--- src/hw/rtl/buddy_page_allocator_assert.svh ---
// assertion macros for the buddy page allocator
// the enclosing module provides clk and arst_n
`ifndef BUDDY_PAGE_ALLOCATOR_ASSERT_SVH
`define BUDDY_PAGE_ALLOCATOR_ASSERT_SVH
`ifndef SYNTHESIS
`define BPA_ASSERT_IMP(label, ante, cons) \
	label: assert property (@(posedge clk) disable iff (!arst_n) (ante) |-> (cons)) \
		else $error("bpa: same-cycle check failed");
`define BPA_ASSERT_NEXT(label, ante, cons) \
	label: assert property (@(posedge clk) disable iff (!arst_n) (ante) |=> (cons)) \
		else $error("bpa: next-cycle check failed");
`else
`define BPA_ASSERT_IMP(label, ante, cons)
`define BPA_ASSERT_NEXT(label, ante, cons)
`endif
`endif

--- src/hw/rtl/bpa_pkg.sv ---
package bpa_pkg;
	localparam int ADDR_W   = 48;
	localparam int CMD_W    = 2;
	localparam int ORDER_W  = 4;
	localparam int STATUS_W = 3;
	localparam int PAGES_W  = 11;
	localparam int WORD_W   = 32;
	localparam int BIT_W    = 5;

	localparam logic [CMD_W-1:0] CMD_INIT  = 2'd0;
	localparam logic [CMD_W-1:0] CMD_ALLOC = 2'd1;
	localparam logic [CMD_W-1:0] CMD_FREE  = 2'd2;

	localparam logic [STATUS_W-1:0] ST_OK        = 3'd0;
	localparam logic [STATUS_W-1:0] ST_OOM       = 3'd1;
	localparam logic [STATUS_W-1:0] ST_BAD_ORDER = 3'd2;
	localparam logic [STATUS_W-1:0] ST_BAD_ADDR  = 3'd3;
	localparam logic [STATUS_W-1:0] ST_DBL_FREE  = 3'd4;

	localparam logic CFG_POOL_BASE  = 1'b0;
	localparam logic CFG_POOL_PAGES = 1'b1;

	typedef struct packed {
		logic rd;
		logic we;
	} map_cmd_t;

	typedef struct packed {
		logic [STATUS_W-1:0] status;
		logic [ADDR_W-1:0]   address;
	} result_t;
endpackage

--- src/hw/rtl/bpa_if.sv ---
interface bpa_in_if import bpa_pkg::*; ();
	logic               valid;
	logic               ready;
	logic [CMD_W-1:0]   command;
	logic [ORDER_W-1:0] order;
	logic [ADDR_W-1:0]  block_address;
	modport source(output valid, command, order, block_address, input ready);
	modport sink(input valid, command, order, block_address, output ready);
endinterface


--- src/hw/rtl/bpa_seq.sv ---
module bpa_seq import bpa_pkg::*; #(
	parameter int NUM_ORDERS = 11,
	parameter int PAGE_BYTES = 4096,
	parameter int MAX_PAGES  = 1024,
	parameter int MEM_AW     = 9
) (
	input  logic               clk,
	input  logic               arst_n,
	bpa_in_if.sink             in_ch,
	input  logic [ADDR_W-1:0]  pool_base,
	input  logic [PAGES_W-1:0] pool_pages,
	output map_cmd_t           map_cmd,
	output logic [MEM_AW-1:0]  map_addr,
	output logic [WORD_W-1:0]  map_wdata,
	input  logic [WORD_W-1:0]  map_rdata,
	input  logic [BIT_W-1:0]   map_low_bit,
	output logic               res_valid,
	output result_t            res,
	input  logic               res_take
);
	localparam int PAGE_SHIFT = $clog2(PAGE_BYTES);
	localparam int IDX_W = $clog2(MAX_PAGES + 1);
	localparam int RPO   = (MAX_PAGES + WORD_W - 1) / WORD_W;
	localparam int ROW_W = (RPO > 1) ? $clog2(RPO) : 1;
	localparam int ORD_W = (NUM_ORDERS > 1) ? $clog2(NUM_ORDERS) : 1;
	localparam int RC_W  = ROW_W + 1;
	localparam logic [ORD_W-1:0] KTOP = ORD_W'(NUM_ORDERS - 1);
	localparam logic [31:0] MAXP = 32'(MAX_PAGES);

	localparam logic [3:0] S_CLEAR  = 4'd0;
	localparam logic [3:0] S_IDLE   = 4'd1;
	localparam logic [3:0] S_A_RD   = 4'd2;
	localparam logic [3:0] S_A_CHK  = 4'd3;
	localparam logic [3:0] S_S_RD   = 4'd4;
	localparam logic [3:0] S_S_WR   = 4'd5;
	localparam logic [3:0] S_ADDR   = 4'd6;
	localparam logic [3:0] S_F_SUB  = 4'd7;
	localparam logic [3:0] S_F_CHK  = 4'd8;
	localparam logic [3:0] S_O_RD   = 4'd9;
	localparam logic [3:0] S_O_CHK  = 4'd10;
	localparam logic [3:0] S_M_RD   = 4'd11;
	localparam logic [3:0] S_M_WR   = 4'd12;
	localparam logic [3:0] S_C_STEP = 4'd13;
	localparam logic [3:0] S_C_WR   = 4'd14;
	localparam logic [3:0] S_DONE   = 4'd15;

	logic [3:0]          state_q;
	logic [MEM_AW-1:0]   clr_q;
	logic                carve_q;
	logic [ORD_W-1:0]    k_q;
	logic [ORD_W-1:0]    ord_q;
	logic [ROW_W-1:0]    row_q;
	logic [RC_W-1:0]     rc_q;
	logic [IDX_W-1:0]    idx_q;
	logic [IDX_W-1:0]    off_q;
	logic [IDX_W-1:0]    left_q;
	logic [ADDR_W-1:0]   rel_q;
	logic [ADDR_W-1:0]   baddr_q;
	logic [STATUS_W-1:0] status_q;
	logic [ADDR_W-1:0]   address_q;

	logic [ADDR_W-1:0] page_base;
	logic [IDX_W-1:0]  eff;
	logic              bad_order;
	logic [31:0]       slots;
	logic [ROW_W-1:0]  a_last;
	logic [IDX_W-1:0]  sidx;
	logic [IDX_W-1:0]  start;
	logic              j_ge;
	logic [ORD_W-1:0]  d;
	logic [RC_W-1:0]   ov_last;
	logic [ROW_W-1:0]  ov_row;
	logic [WORD_W-1:0] ones;
	logic [WORD_W-1:0] ov_mask;
	logic [IDX_W-1:0]  rel_low;
	logic              rel_hi;
	logic              f_bad;
	logic [BIT_W-1:0]  m_pos;
	logic              m_merge;
	logic [31:0]       sz32;
	logic              c_fit;
	logic [IDX_W-1:0]  cidx;

	assign page_base = pool_base & ~((ADDR_W'(1) << PAGE_SHIFT) - ADDR_W'(1));
	assign eff = (32'(pool_pages) > MAXP) ? IDX_W'(MAX_PAGES) : IDX_W'(pool_pages);
	assign bad_order = 32'(in_ch.order) >= 32'(NUM_ORDERS);

	// alloc scan bound per order
	assign slots  = MAXP >> k_q;
	assign a_last = (slots == 32'd0) ? '0 : ROW_W'((slots - 32'd1) >> BIT_W);
	assign sidx   = (idx_q << 1) | IDX_W'(1);

	// overlap window of the freed block at level k_q
	assign start   = off_q >> k_q;
	assign j_ge    = k_q >= ord_q;
	assign d       = ord_q - k_q;
	assign ov_last = (j_ge || 32'(d) < 32'd5) ? '0
	               : RC_W'((32'd1 << (32'(d) - 32'd5)) - 32'd1);
	assign ov_row  = ROW_W'(start >> BIT_W) + ROW_W'(rc_q);

	always_comb begin
		if (j_ge) begin
			ones = WORD_W'(1);
		end else begin
			case (32'(d))
				32'd0:   ones = 32'h0000_0001;
				32'd1:   ones = 32'h0000_0003;
				32'd2:   ones = 32'h0000_000f;
				32'd3:   ones = 32'h0000_00ff;
				32'd4:   ones = 32'h0000_ffff;
				default: ones = 32'hffff_ffff;
			endcase
		end
	end
	assign ov_mask = (!j_ge && 32'(d) >= 32'd5) ? ones : (ones << BIT_W'(start));

	assign rel_low = rel_q[PAGE_SHIFT +: IDX_W];
	assign rel_hi  = (rel_q >> (PAGE_SHIFT + IDX_W)) != '0;
	assign f_bad   = (rel_q[PAGE_SHIFT-1:0] != '0) || rel_hi || (rel_low >= eff)
	              || ((rel_low & IDX_W'((32'd1 << ord_q) - 32'd1)) != '0)
	              || ((32'(rel_low) + (32'd1 << ord_q)) > 32'(eff));

	assign m_pos   = BIT_W'(idx_q);
	assign m_merge = (k_q != KTOP) && map_rdata[m_pos ^ BIT_W'(1)];

	assign sz32  = 32'd1 << k_q;
	assign c_fit = 32'(left_q) >= sz32;
	assign cidx  = off_q >> k_q;

	always_comb begin
		map_cmd   = '0;
		map_addr  = '0;
		map_wdata = '0;
		unique case (state_q)
			S_CLEAR: begin
				map_cmd.we = 1'b1;
				map_addr   = clr_q;
			end
			S_A_RD: begin
				map_cmd.rd = 1'b1;
				map_addr   = {k_q, row_q};
			end
			S_A_CHK: begin
				map_cmd.we = |map_rdata;
				map_addr   = {k_q, row_q};
				map_wdata  = map_rdata & ~(WORD_W'(1) << map_low_bit);
			end
			S_S_RD: begin
				map_cmd.rd = 1'b1;
				map_addr   = {k_q - ORD_W'(1), ROW_W'(sidx >> BIT_W)};
			end
			S_S_WR: begin
				map_cmd.we = 1'b1;
				map_addr   = {k_q, ROW_W'((idx_q | IDX_W'(1)) >> BIT_W)};
				map_wdata  = map_rdata | (WORD_W'(1) << BIT_W'(idx_q | IDX_W'(1)));
			end
			S_O_RD: begin
				map_cmd.rd = 1'b1;
				map_addr   = {k_q, ov_row};
			end
			S_M_RD: begin
				map_cmd.rd = 1'b1;
				map_addr   = {k_q, ROW_W'(idx_q >> BIT_W)};
			end
			S_M_WR: begin
				map_cmd.we = 1'b1;
				map_addr   = {k_q, ROW_W'(idx_q >> BIT_W)};
				map_wdata  = m_merge ? (map_rdata & ~(WORD_W'(1) << (m_pos ^ BIT_W'(1))))
				                     : (map_rdata | (WORD_W'(1) << m_pos));
			end
			S_C_STEP: begin
				map_cmd.rd = c_fit;
				map_addr   = {k_q, ROW_W'(cidx >> BIT_W)};
			end
			S_C_WR: begin
				map_cmd.we = 1'b1;
				map_addr   = {k_q, ROW_W'(cidx >> BIT_W)};
				map_wdata  = map_rdata | (WORD_W'(1) << BIT_W'(cidx));
			end
			default: begin
				map_cmd = '0;
			end
		endcase
	end

	always_ff @(posedge clk or negedge arst_n) begin
		if (!arst_n) begin
			state_q   <= S_CLEAR;
			clr_q     <= '0;
			carve_q   <= 1'b0;
			k_q       <= '0;
			ord_q     <= '0;
			row_q     <= '0;
			rc_q      <= '0;
			idx_q     <= '0;
			off_q     <= '0;
			left_q    <= '0;
			rel_q     <= '0;
			baddr_q   <= '0;
			status_q  <= ST_OK;
			address_q <= '0;
		end else begin
			unique case (state_q)
				S_CLEAR: begin
					clr_q <= clr_q + MEM_AW'(1);
					if (&clr_q) begin
						if (carve_q) begin
							k_q    <= KTOP;
							off_q  <= '0;
							left_q <= eff;
							state_q <= S_C_STEP;
						end else begin
							state_q <= S_IDLE;
						end
					end
				end
				S_IDLE: begin
					if (in_ch.valid) begin
						status_q  <= ST_OK;
						address_q <= '0;
						baddr_q   <= in_ch.block_address;
						ord_q     <= ORD_W'(in_ch.order);
						k_q       <= ORD_W'(in_ch.order);
						row_q     <= '0;
						rc_q      <= '0;
						case (in_ch.command)
							CMD_INIT: begin
								carve_q <= 1'b1;
								state_q <= S_CLEAR;
							end
							CMD_ALLOC: begin
								if (bad_order) begin
									status_q <= ST_BAD_ORDER;
									state_q  <= S_DONE;
								end else begin
									state_q <= S_A_RD;
								end
							end
							CMD_FREE: begin
								if (bad_order) begin
									status_q <= ST_BAD_ORDER;
									state_q  <= S_DONE;
								end else begin
									state_q <= S_F_SUB;
								end
							end
							default: begin
								state_q <= S_DONE;
							end
						endcase
					end
				end
				S_A_RD: begin
					state_q <= S_A_CHK;
				end
				S_A_CHK: begin
					if (|map_rdata) begin
						idx_q   <= IDX_W'({row_q, map_low_bit});
						state_q <= (k_q == ord_q) ? S_ADDR : S_S_RD;
					end else if (row_q == a_last) begin
						if (k_q == KTOP) begin
							status_q <= ST_OOM;
							state_q  <= S_DONE;
						end else begin
							k_q     <= k_q + ORD_W'(1);
							row_q   <= '0;
							state_q <= S_A_RD;
						end
					end else begin
						row_q   <= row_q + ROW_W'(1);
						state_q <= S_A_RD;
					end
				end
				S_S_RD: begin
					k_q     <= k_q - ORD_W'(1);
					idx_q   <= idx_q << 1;
					state_q <= S_S_WR;
				end
				S_S_WR: begin
					state_q <= (k_q == ord_q) ? S_ADDR : S_S_RD;
				end
				S_ADDR: begin
					address_q <= page_base + (ADDR_W'(idx_q << ord_q) << PAGE_SHIFT);
					state_q   <= S_DONE;
				end
				S_F_SUB: begin
					rel_q <= baddr_q - page_base;
					if (baddr_q < page_base) begin
						status_q <= ST_BAD_ADDR;
						state_q  <= S_DONE;
					end else begin
						state_q <= S_F_CHK;
					end
				end
				S_F_CHK: begin
					if (f_bad) begin
						status_q <= ST_BAD_ADDR;
						state_q  <= S_DONE;
					end else begin
						off_q   <= rel_low;
						k_q     <= '0;
						rc_q    <= '0;
						state_q <= S_O_RD;
					end
				end
				S_O_RD: begin
					state_q <= S_O_CHK;
				end
				S_O_CHK: begin
					if (|(map_rdata & ov_mask)) begin
						status_q <= ST_DBL_FREE;
						state_q  <= S_DONE;
					end else if (rc_q != ov_last) begin
						rc_q    <= rc_q + RC_W'(1);
						state_q <= S_O_RD;
					end else if (k_q == KTOP) begin
						k_q     <= ord_q;
						idx_q   <= off_q >> ord_q;
						state_q <= S_M_RD;
					end else begin
						k_q     <= k_q + ORD_W'(1);
						rc_q    <= '0;
						state_q <= S_O_RD;
					end
				end
				S_M_RD: begin
					state_q <= S_M_WR;
				end
				S_M_WR: begin
					if (m_merge) begin
						idx_q   <= idx_q >> 1;
						k_q     <= k_q + ORD_W'(1);
						state_q <= S_M_RD;
					end else begin
						state_q <= S_DONE;
					end
				end
				S_C_STEP: begin
					if (c_fit) begin
						state_q <= S_C_WR;
					end else if (k_q == '0) begin
						carve_q <= 1'b0;
						state_q <= S_DONE;
					end else begin
						k_q <= k_q - ORD_W'(1);
					end
				end
				S_C_WR: begin
					off_q   <= off_q + IDX_W'(sz32);
					left_q  <= left_q - IDX_W'(sz32);
					state_q <= S_C_STEP;
				end
				S_DONE: begin
					if (res_take)
						state_q <= S_IDLE;
				end
				default: begin
					state_q <= S_IDLE;
				end
			endcase
		end
	end

	assign in_ch.ready = state_q == S_IDLE;
	assign res_valid   = state_q == S_DONE;
	assign res.status  = status_q;
	assign res.address = address_q;
endmodule
--- src/flat_wrapper.sv ---
// flat-port wrapper written by rule: the top's interface ports become plain ports
module bpa_seq_flat import bpa_pkg::*;
#(
	parameter int NUM_ORDERS = 11,
	parameter int PAGE_BYTES = 4096,
	parameter int MAX_PAGES  = 1024,
	parameter int MEM_AW     = 9
)
  (clk, arst_n, pool_base, pool_pages, map_cmd, map_addr, map_wdata, map_rdata, map_low_bit, res_valid, res, res_take, in_ch_valid, in_ch_command, in_ch_order, in_ch_block_address, in_ch_ready);
  bpa_in_if in_ch_i ();
  input  logic clk;
  input  logic arst_n;
  input  logic [ADDR_W-1:0] pool_base;
  input  logic [PAGES_W-1:0] pool_pages;
  output map_cmd_t map_cmd;
  output logic [MEM_AW-1:0] map_addr;
  output logic [WORD_W-1:0] map_wdata;
  input  logic [WORD_W-1:0] map_rdata;
  input  logic [BIT_W-1:0] map_low_bit;
  output logic res_valid;
  output result_t res;
  input  logic res_take;
  input wire logic [$bits(in_ch_i.valid)-1:0] in_ch_valid;
  input wire logic [$bits(in_ch_i.command)-1:0] in_ch_command;
  input wire logic [$bits(in_ch_i.order)-1:0] in_ch_order;
  input wire logic [$bits(in_ch_i.block_address)-1:0] in_ch_block_address;
  output wire logic [$bits(in_ch_i.ready)-1:0] in_ch_ready;
  assign in_ch_i.valid = in_ch_valid;
  assign in_ch_i.command = in_ch_command;
  assign in_ch_i.order = in_ch_order;
  assign in_ch_i.block_address = in_ch_block_address;
  assign in_ch_ready = in_ch_i.ready;
  bpa_seq #(.NUM_ORDERS(NUM_ORDERS), .PAGE_BYTES(PAGE_BYTES), .MAX_PAGES(MAX_PAGES), .MEM_AW(MEM_AW)) u_core (.clk(clk), .arst_n(arst_n), .in_ch(in_ch_i), .pool_base(pool_base), .pool_pages(pool_pages), .map_cmd(map_cmd), .map_addr(map_addr), .map_wdata(map_wdata), .map_rdata(map_rdata), .map_low_bit(map_low_bit), .res_valid(res_valid), .res(res), .res_take(res_take));
endmodule
--- config.mk ---
export PLATFORM = sky130hd
export DESIGN_NAME = bpa_seq_flat
export DESIGN_NICKNAME = d
export VERILOG_FILES = /design/src/hw/rtl/buddy_page_allocator_assert.svh /design/src/hw/rtl/bpa_pkg.sv /design/src/hw/rtl/bpa_if.sv /design/src/hw/rtl/bpa_seq.sv /design/src/flat_wrapper.sv
export SDC_FILE = /design/constraint.sdc
export NUM_CORES = 1
export LEC_CHECK = 0
export BUFFER_PORTS_ARGS = -buffer_cell sky130_fd_sc_hd__buf_2
export CAP_MARGIN = 20
export CORE_MARGIN = 2
export CORE_UTILIZATION = 46
export CTS_BUF_LIST = sky130_fd_sc_hd__clkbuf_4
export CTS_CLUSTER_DIAMETER = 200
export DETAILED_ROUTE_END_ITERATION = 16
export GPL_TIMING_DRIVEN = 0
export PLACE_DENSITY = 0.65
export SLEW_MARGIN = 40
export SYNTH_ARGS = -nofsm -noshare
export SYNTH_HDL_FRONTEND = slang
export SYNTH_SLANG_ARGS = --single-unit
--- constraint.sdc ---
create_clock -name clk -period 16.8 [get_ports clk]
set_input_delay 4.2 -clock clk [delete_from_list [all_inputs] [get_ports clk]]
set_output_delay 4.2 -clock clk [all_outputs]
set_load 0.05 [all_outputs]
==> reports/results.tsv <==
stage	metric	value	unit
global_route	grt_start_max_net_pins	78	
cts	cts_hold_buffers	0	
logic_synthesis	synth_enable_flop_cells	0	
layout	multi_input_area	14530	sq um
logic_synthesis	post_synth_fa_ha_maj_area_fraction	0.09583	
timing	grt_setup_unrepaired	no	
logic_synthesis	ys_warn_count	0	
logic_synthesis	synthesis.area_per_instance	7.707	sq um
floorplan	floorplan.die_area	46610	sq um
layout	post-route-cell-area	23370	sq um
placement	numPortBuffers	216	
worst_setup_path	cp-start-kind	primary input	
placement	gp_routability_congestion	1.053	
timing	finalHoldWorstSlack	0.4719	ns
logic_synthesis	main_combinational_cell_family_by_area_after_synthesis	compound AO/OA/AOI/OAI gates	
route	met3_wirelength	7916	um
logic_synthesis	synth_simple_gate_area_share	0.2117	
timing	final-max-slew-violation-count	0	
cts	cts_tree	done	
logic_synthesis	mappedNetlistArea	20650	sq um
timing	layout_worst_path_cycle_share	0.7155	
layout	regArea	5030	sq um
logic_synthesis	asyncSetResetFlopFracSynth	1.000	
cts	post_cts.resized_instances	0	
worst_setup_path	worstSetupStartpoint	map_rdata[3]	
worst_hold_path	hold_path_startpoint	u_core.baddr_q[5]$_DFFE_PN0P_	
worst_setup_path	worst_setup_path_end_kind	output pin	
floorplan	overall_die_height	215.9	um
status	run_status	completed	
timing	layout_min_cycle_time	12.02	ns
route	drt_wl_total	88050	um
route	wl_per_cell	24.39	um
global_route	global_route.overflow_total	0	
floorplan	fp.coreArea	44320	sq um
cts	clock_sinks	201	
cts	post_cts.repair.setup_buffers	0	
cts	htree_levels	2	
logic_synthesis	synthMuxAreaShare	0.08341	
floorplan	die_x	215.9	um
layout	post_route_cells_drive_above_1_share	0.1628	
route	routedLengthMet1	35590	um
cts	ctsRootBufferMaster	sky130_fd_sc_hd__clkbuf_4	
cts	clock_slew_at_the_register_clock_pins_of_the_worst_setup_and_hold_paths	0.07	ns
logic_synthesis	syn_inst_count	2680	
placement	post_detailed_placement_half_perimeter_wirelength	69470	um
run	number_of_max_cap_violations	0	
worst_hold_path	worst_hold_path_type	flip-flop to flip-flop	
route	maxUsedRoutingLayer	met5	
layout	num-fill-cells	4415	
route	detailroute.wirelength.met2	39800	um
power	power.ir.vdd_worst	148.0	uV
route	first_iter_violations	2693	
logic_synthesis	share_of_the_synthesized_area_in_the_top_cell_type	0.2435	
worst_setup_path	critPathKind	primary input to output pin	
worst_setup_path	cp_data_required_time	12.60	ns
placement	place.detailed.instances	3502	
layout	nNetsFinal	3277	
timing	slew-limit-headroom	0.4281	
timing	finalSetupViolCount	0	
worst_setup_path	rrSetupSlack	9.52	ns
cts	clock_latency	0.84	ns
route	vias	23130	
timing	finalHoldViolCount	0	
global_route	grt_antenna_before_repair	11	
worst_setup_path	r2r-end	u_core.off_q[3]$_DFFE_PN0P_	
layout	finalNonFillerCells	3610	
global_route	grt_pass1_vias	22150	
timing	worstMarginPinSlew	0.8579	ns
route	detail_route.first_pass.iterations	6	
logic_synthesis	synth_area_leader_cell	sky130_fd_sc_hd__dfrtp_1	
route	drt-vias-per-instance	6.408	
logic_synthesis	proportion_of_synthesized_chip_area_in_sequential_cells	0.2435	
logic_synthesis	synth_cell_type_count	102	
timing	achievable-frequency	83.20	MHz
route	drc	0	
worst_setup_path	timing.critical_path.to	map_wdata[3]	
logic_synthesis	postSynthRegisterBits	201	
placement	dpl_worst_slack	4.917	ns
logic_synthesis	synth_compound_area_frac	0.2701	
floorplan	pin_count	250	
timing	final.setup.tns	0	ns
logic_synthesis	post_synth_xor_area_fraction	0.03798	
floorplan	rows	77	
global_route	first_pass_grt_wire_length	132400	um
timing	fin_skew	0.05110	ns
layout	area.growth.synth_to_final	13.14	%
logic_synthesis	ys_dominant_reg_cell	sky130_fd_sc_hd__dfrtp_1	
power	pwr_cell_area	229.5	nW/um^2
placement	place_area	22630	sq um
worst_setup_path	reg2regPathDepth	25	
cts	clock_path_buffers	3	
route	postRouteAntennaNets	0	
worst_setup_path	timing.rr.start	u_core.ord_q[0]$_DFFE_PN0P_	
cts	cts_inserted_buffers	57	
worst_setup_path	critical_path_peak_fanout	10	
global_route	grt_util_all_layers	0.3665	
timing	setup_ws	4.780	ns
worst_setup_path	worst_ep_arrival_time	7.82	ns
floorplan	initial_core_utilization	0.4661	
logic_synthesis	synth_top_cells_by_area	sky130_fd_sc_hd__dfrtp_1, sky130_fd_sc_hd__ha_1, sky130_fd_sc_hd__nand2_1	
power	cellLeakagePower	10.78	nW
-- through the flow --
| step | total power [mW] | util |
|---|---|---|
| 3_3_place_gp | 4.714 | 0.5081 |
| 5_1_grt | 5.716 | 0.5271 |
| 4_1_cts | 5.259 | 0.5266 |
| 6_report | 5.362 | 0.5273 |
| 2_1_floorplan | 3.651 | - |
| 3_5_place_dp | 4.770 | 0.5105 |
-- cell families after synthesis --
group / count (synthesis)
other cells: 1
mux: 139
buf+inv: 293
simple gates: 965
flops: 201
fa+ha+maj: 154
xor+xnor: 88
compound gates: 839
-- final cells by class --
cell class | count | area share
multi-input cells | 2197 | 0.6216
plain buffers | 163 | 0.02982
clock inverters | 17 | 0.003748
inverters | 130 | 0.02088
well taps | 592 | 0.03170
clock buffers | 83 | 0.02666
diodes | 8 | 0.0008567
flip-flops and latches | 201 | 0.2152
repair buffers | 219 | 0.04953
-- critical path: stages --
cell and delay [ns]:
sky130_fd_sc_hd__clkbuf_1 0.25, sky130_fd_sc_hd__mux4_2 0.52, sky130_fd_sc_hd__mux4_2 0.51, sky130_fd_sc_hd__o21ai_0 0.42, sky130_fd_sc_hd__o21bai_1 0.23, sky130_fd_sc_hd__clkbuf_1 0.43
sky130_fd_sc_hd__nand2_1 0.19, sky130_fd_sc_hd__nor3_1 0.26, sky130_fd_sc_hd__nor2_1 0.07, sky130_fd_sc_hd__nor2_1 0.11, sky130_fd_sc_hd__a21oi_1 0.09, sky130_fd_sc_hd__o221ai_1 0.22
sky130_fd_sc_hd__buf_2 0.30
-- cells in the mapped netlist, types with 10 or more instances --
master,number
sky130_fd_sc_hd__nand3_1,86
sky130_fd_sc_hd__inv_1,124
sky130_fd_sc_hd__nor4_1,24
sky130_fd_sc_hd__nand4_1,24
sky130_fd_sc_hd__a211o_1,10
sky130_fd_sc_hd__o221ai_1,23
sky130_fd_sc_hd__and3_1,16
sky130_fd_sc_hd__a22o_1,10
sky130_fd_sc_hd__a221oi_1,10
sky130_fd_sc_hd__mux4_2,16
sky130_fd_sc_hd__buf_1,18
sky130_fd_sc_hd__nor2b_1,32
sky130_fd_sc_hd__o21ai_0,196
sky130_fd_sc_hd__or2_2,12
sky130_fd_sc_hd__a222oi_1,11
sky130_fd_sc_hd__a21boi_0,12
sky130_fd_sc_hd__a41oi_1,10
sky130_fd_sc_hd__o31ai_1,13
sky130_fd_sc_hd__o21bai_1,17
sky130_fd_sc_hd__dfrtp_1,201
sky130_fd_sc_hd__buf_2,13
sky130_fd_sc_hd__o22ai_1,35
sky130_fd_sc_hd__o21a_1,22
sky130_fd_sc_hd__mux2_2,82
sky130_fd_sc_hd__or3_1,11
sky130_fd_sc_hd__nor3_1,80
sky130_fd_sc_hd__clkbuf_1,115
sky130_fd_sc_hd__a31oi_1,39
sky130_fd_sc_hd__nand2_1,349
sky130_fd_sc_hd__xnor2_1,54
sky130_fd_sc_hd__a21o_1,50
sky130_fd_sc_hd__a221o_1,10
sky130_fd_sc_hd__nor2_1,256
sky130_fd_sc_hd__buf_4,16
sky130_fd_sc_hd__mux2i_1,35
sky130_fd_sc_hd__xor2_1,33
sky130_fd_sc_hd__ha_1,147
sky130_fd_sc_hd__and2_1,14
sky130_fd_sc_hd__nand2b_1,29
sky130_fd_sc_hd__a211oi_1,27
sky130_fd_sc_hd__a21oi_1,200
sky130_fd_sc_hd__o211ai_1,26
-- per-layer routing --
metal  up-vias  track usage
met5         -            0
met4         4       0.1826
met3       259      0.07146
met2      1288       0.5856
met1     11150       0.4734
li1      10430            -
-- worst min path at each step --
stage | slack [ns] | cells after the start | to
after floorplan | 0.43 | 2 | u_core.rel_q[0]$_DFFE_PN0P_
after global placement | 0.45 | 2 | u_core.rel_q[7]$_DFFE_PN0P_
after detailed placement | 0.45 | 2 | u_core.rel_q[5]$_DFFE_PN0P_
after CTS | 0.48 | 2 | u_core.rel_q[5]$_DFFE_PN0P_
after global routing | 0.50 | 2 | u_core.rel_q[30]$_DFFE_PN0P_
final | 0.47 | 2 | u_core.rel_q[5]$_DFFE_PN0P_
-- layout by cell type (no fill, tap or decap), types with 39 or more instances in the layout --
| cell | Yosys | routed |
|---|---|---|
| sky130_fd_sc_hd__a21o_1 | 50 | 50 |
| sky130_fd_sc_hd__a21oi_1 | 200 | 199 |
| sky130_fd_sc_hd__a31oi_1 | 39 | 39 |
| sky130_fd_sc_hd__buf_2 | 13 | 228 |
| sky130_fd_sc_hd__clkbuf_1 | 115 | 114 |
| sky130_fd_sc_hd__clkbuf_4 | 0 | 83 |
| sky130_fd_sc_hd__dfrtp_1 | 201 | 201 |
| sky130_fd_sc_hd__ha_1 | 147 | 147 |
| sky130_fd_sc_hd__inv_1 | 124 | 124 |
| sky130_fd_sc_hd__mux2_2 | 82 | 82 |
| sky130_fd_sc_hd__nand2_1 | 349 | 349 |
| sky130_fd_sc_hd__nand3_1 | 86 | 86 |
| sky130_fd_sc_hd__nor2_1 | 256 | 253 |
| sky130_fd_sc_hd__nor3_1 | 80 | 79 |
| sky130_fd_sc_hd__o21ai_0 | 196 | 196 |
| sky130_fd_sc_hd__xnor2_1 | 54 | 54 |
-- flip-flops by register name, summed over array words and instances (netlist names) --
register	cells
u_core.baddr_q	48
u_core.rel_q	48
u_core.address_q	36
u_core.idx_q	11
u_core.left_q	11
u_core.off_q	11
u_core.clr_q	9
u_core.rc_q	6
u_core.row_q	5
u_core.k_q	4
u_core.ord_q	4
u_core.state_q	4
u_core.status_q	3
u_core.carve_q	1
-- report_power, final --
part           total [mW]  internal, mW  switching [mW]
Clock               0.464         0.228           0.236
Combinational        4.01          1.35            2.67
Sequential          0.884         0.690           0.194
Power figures use the tool's default switching activity.
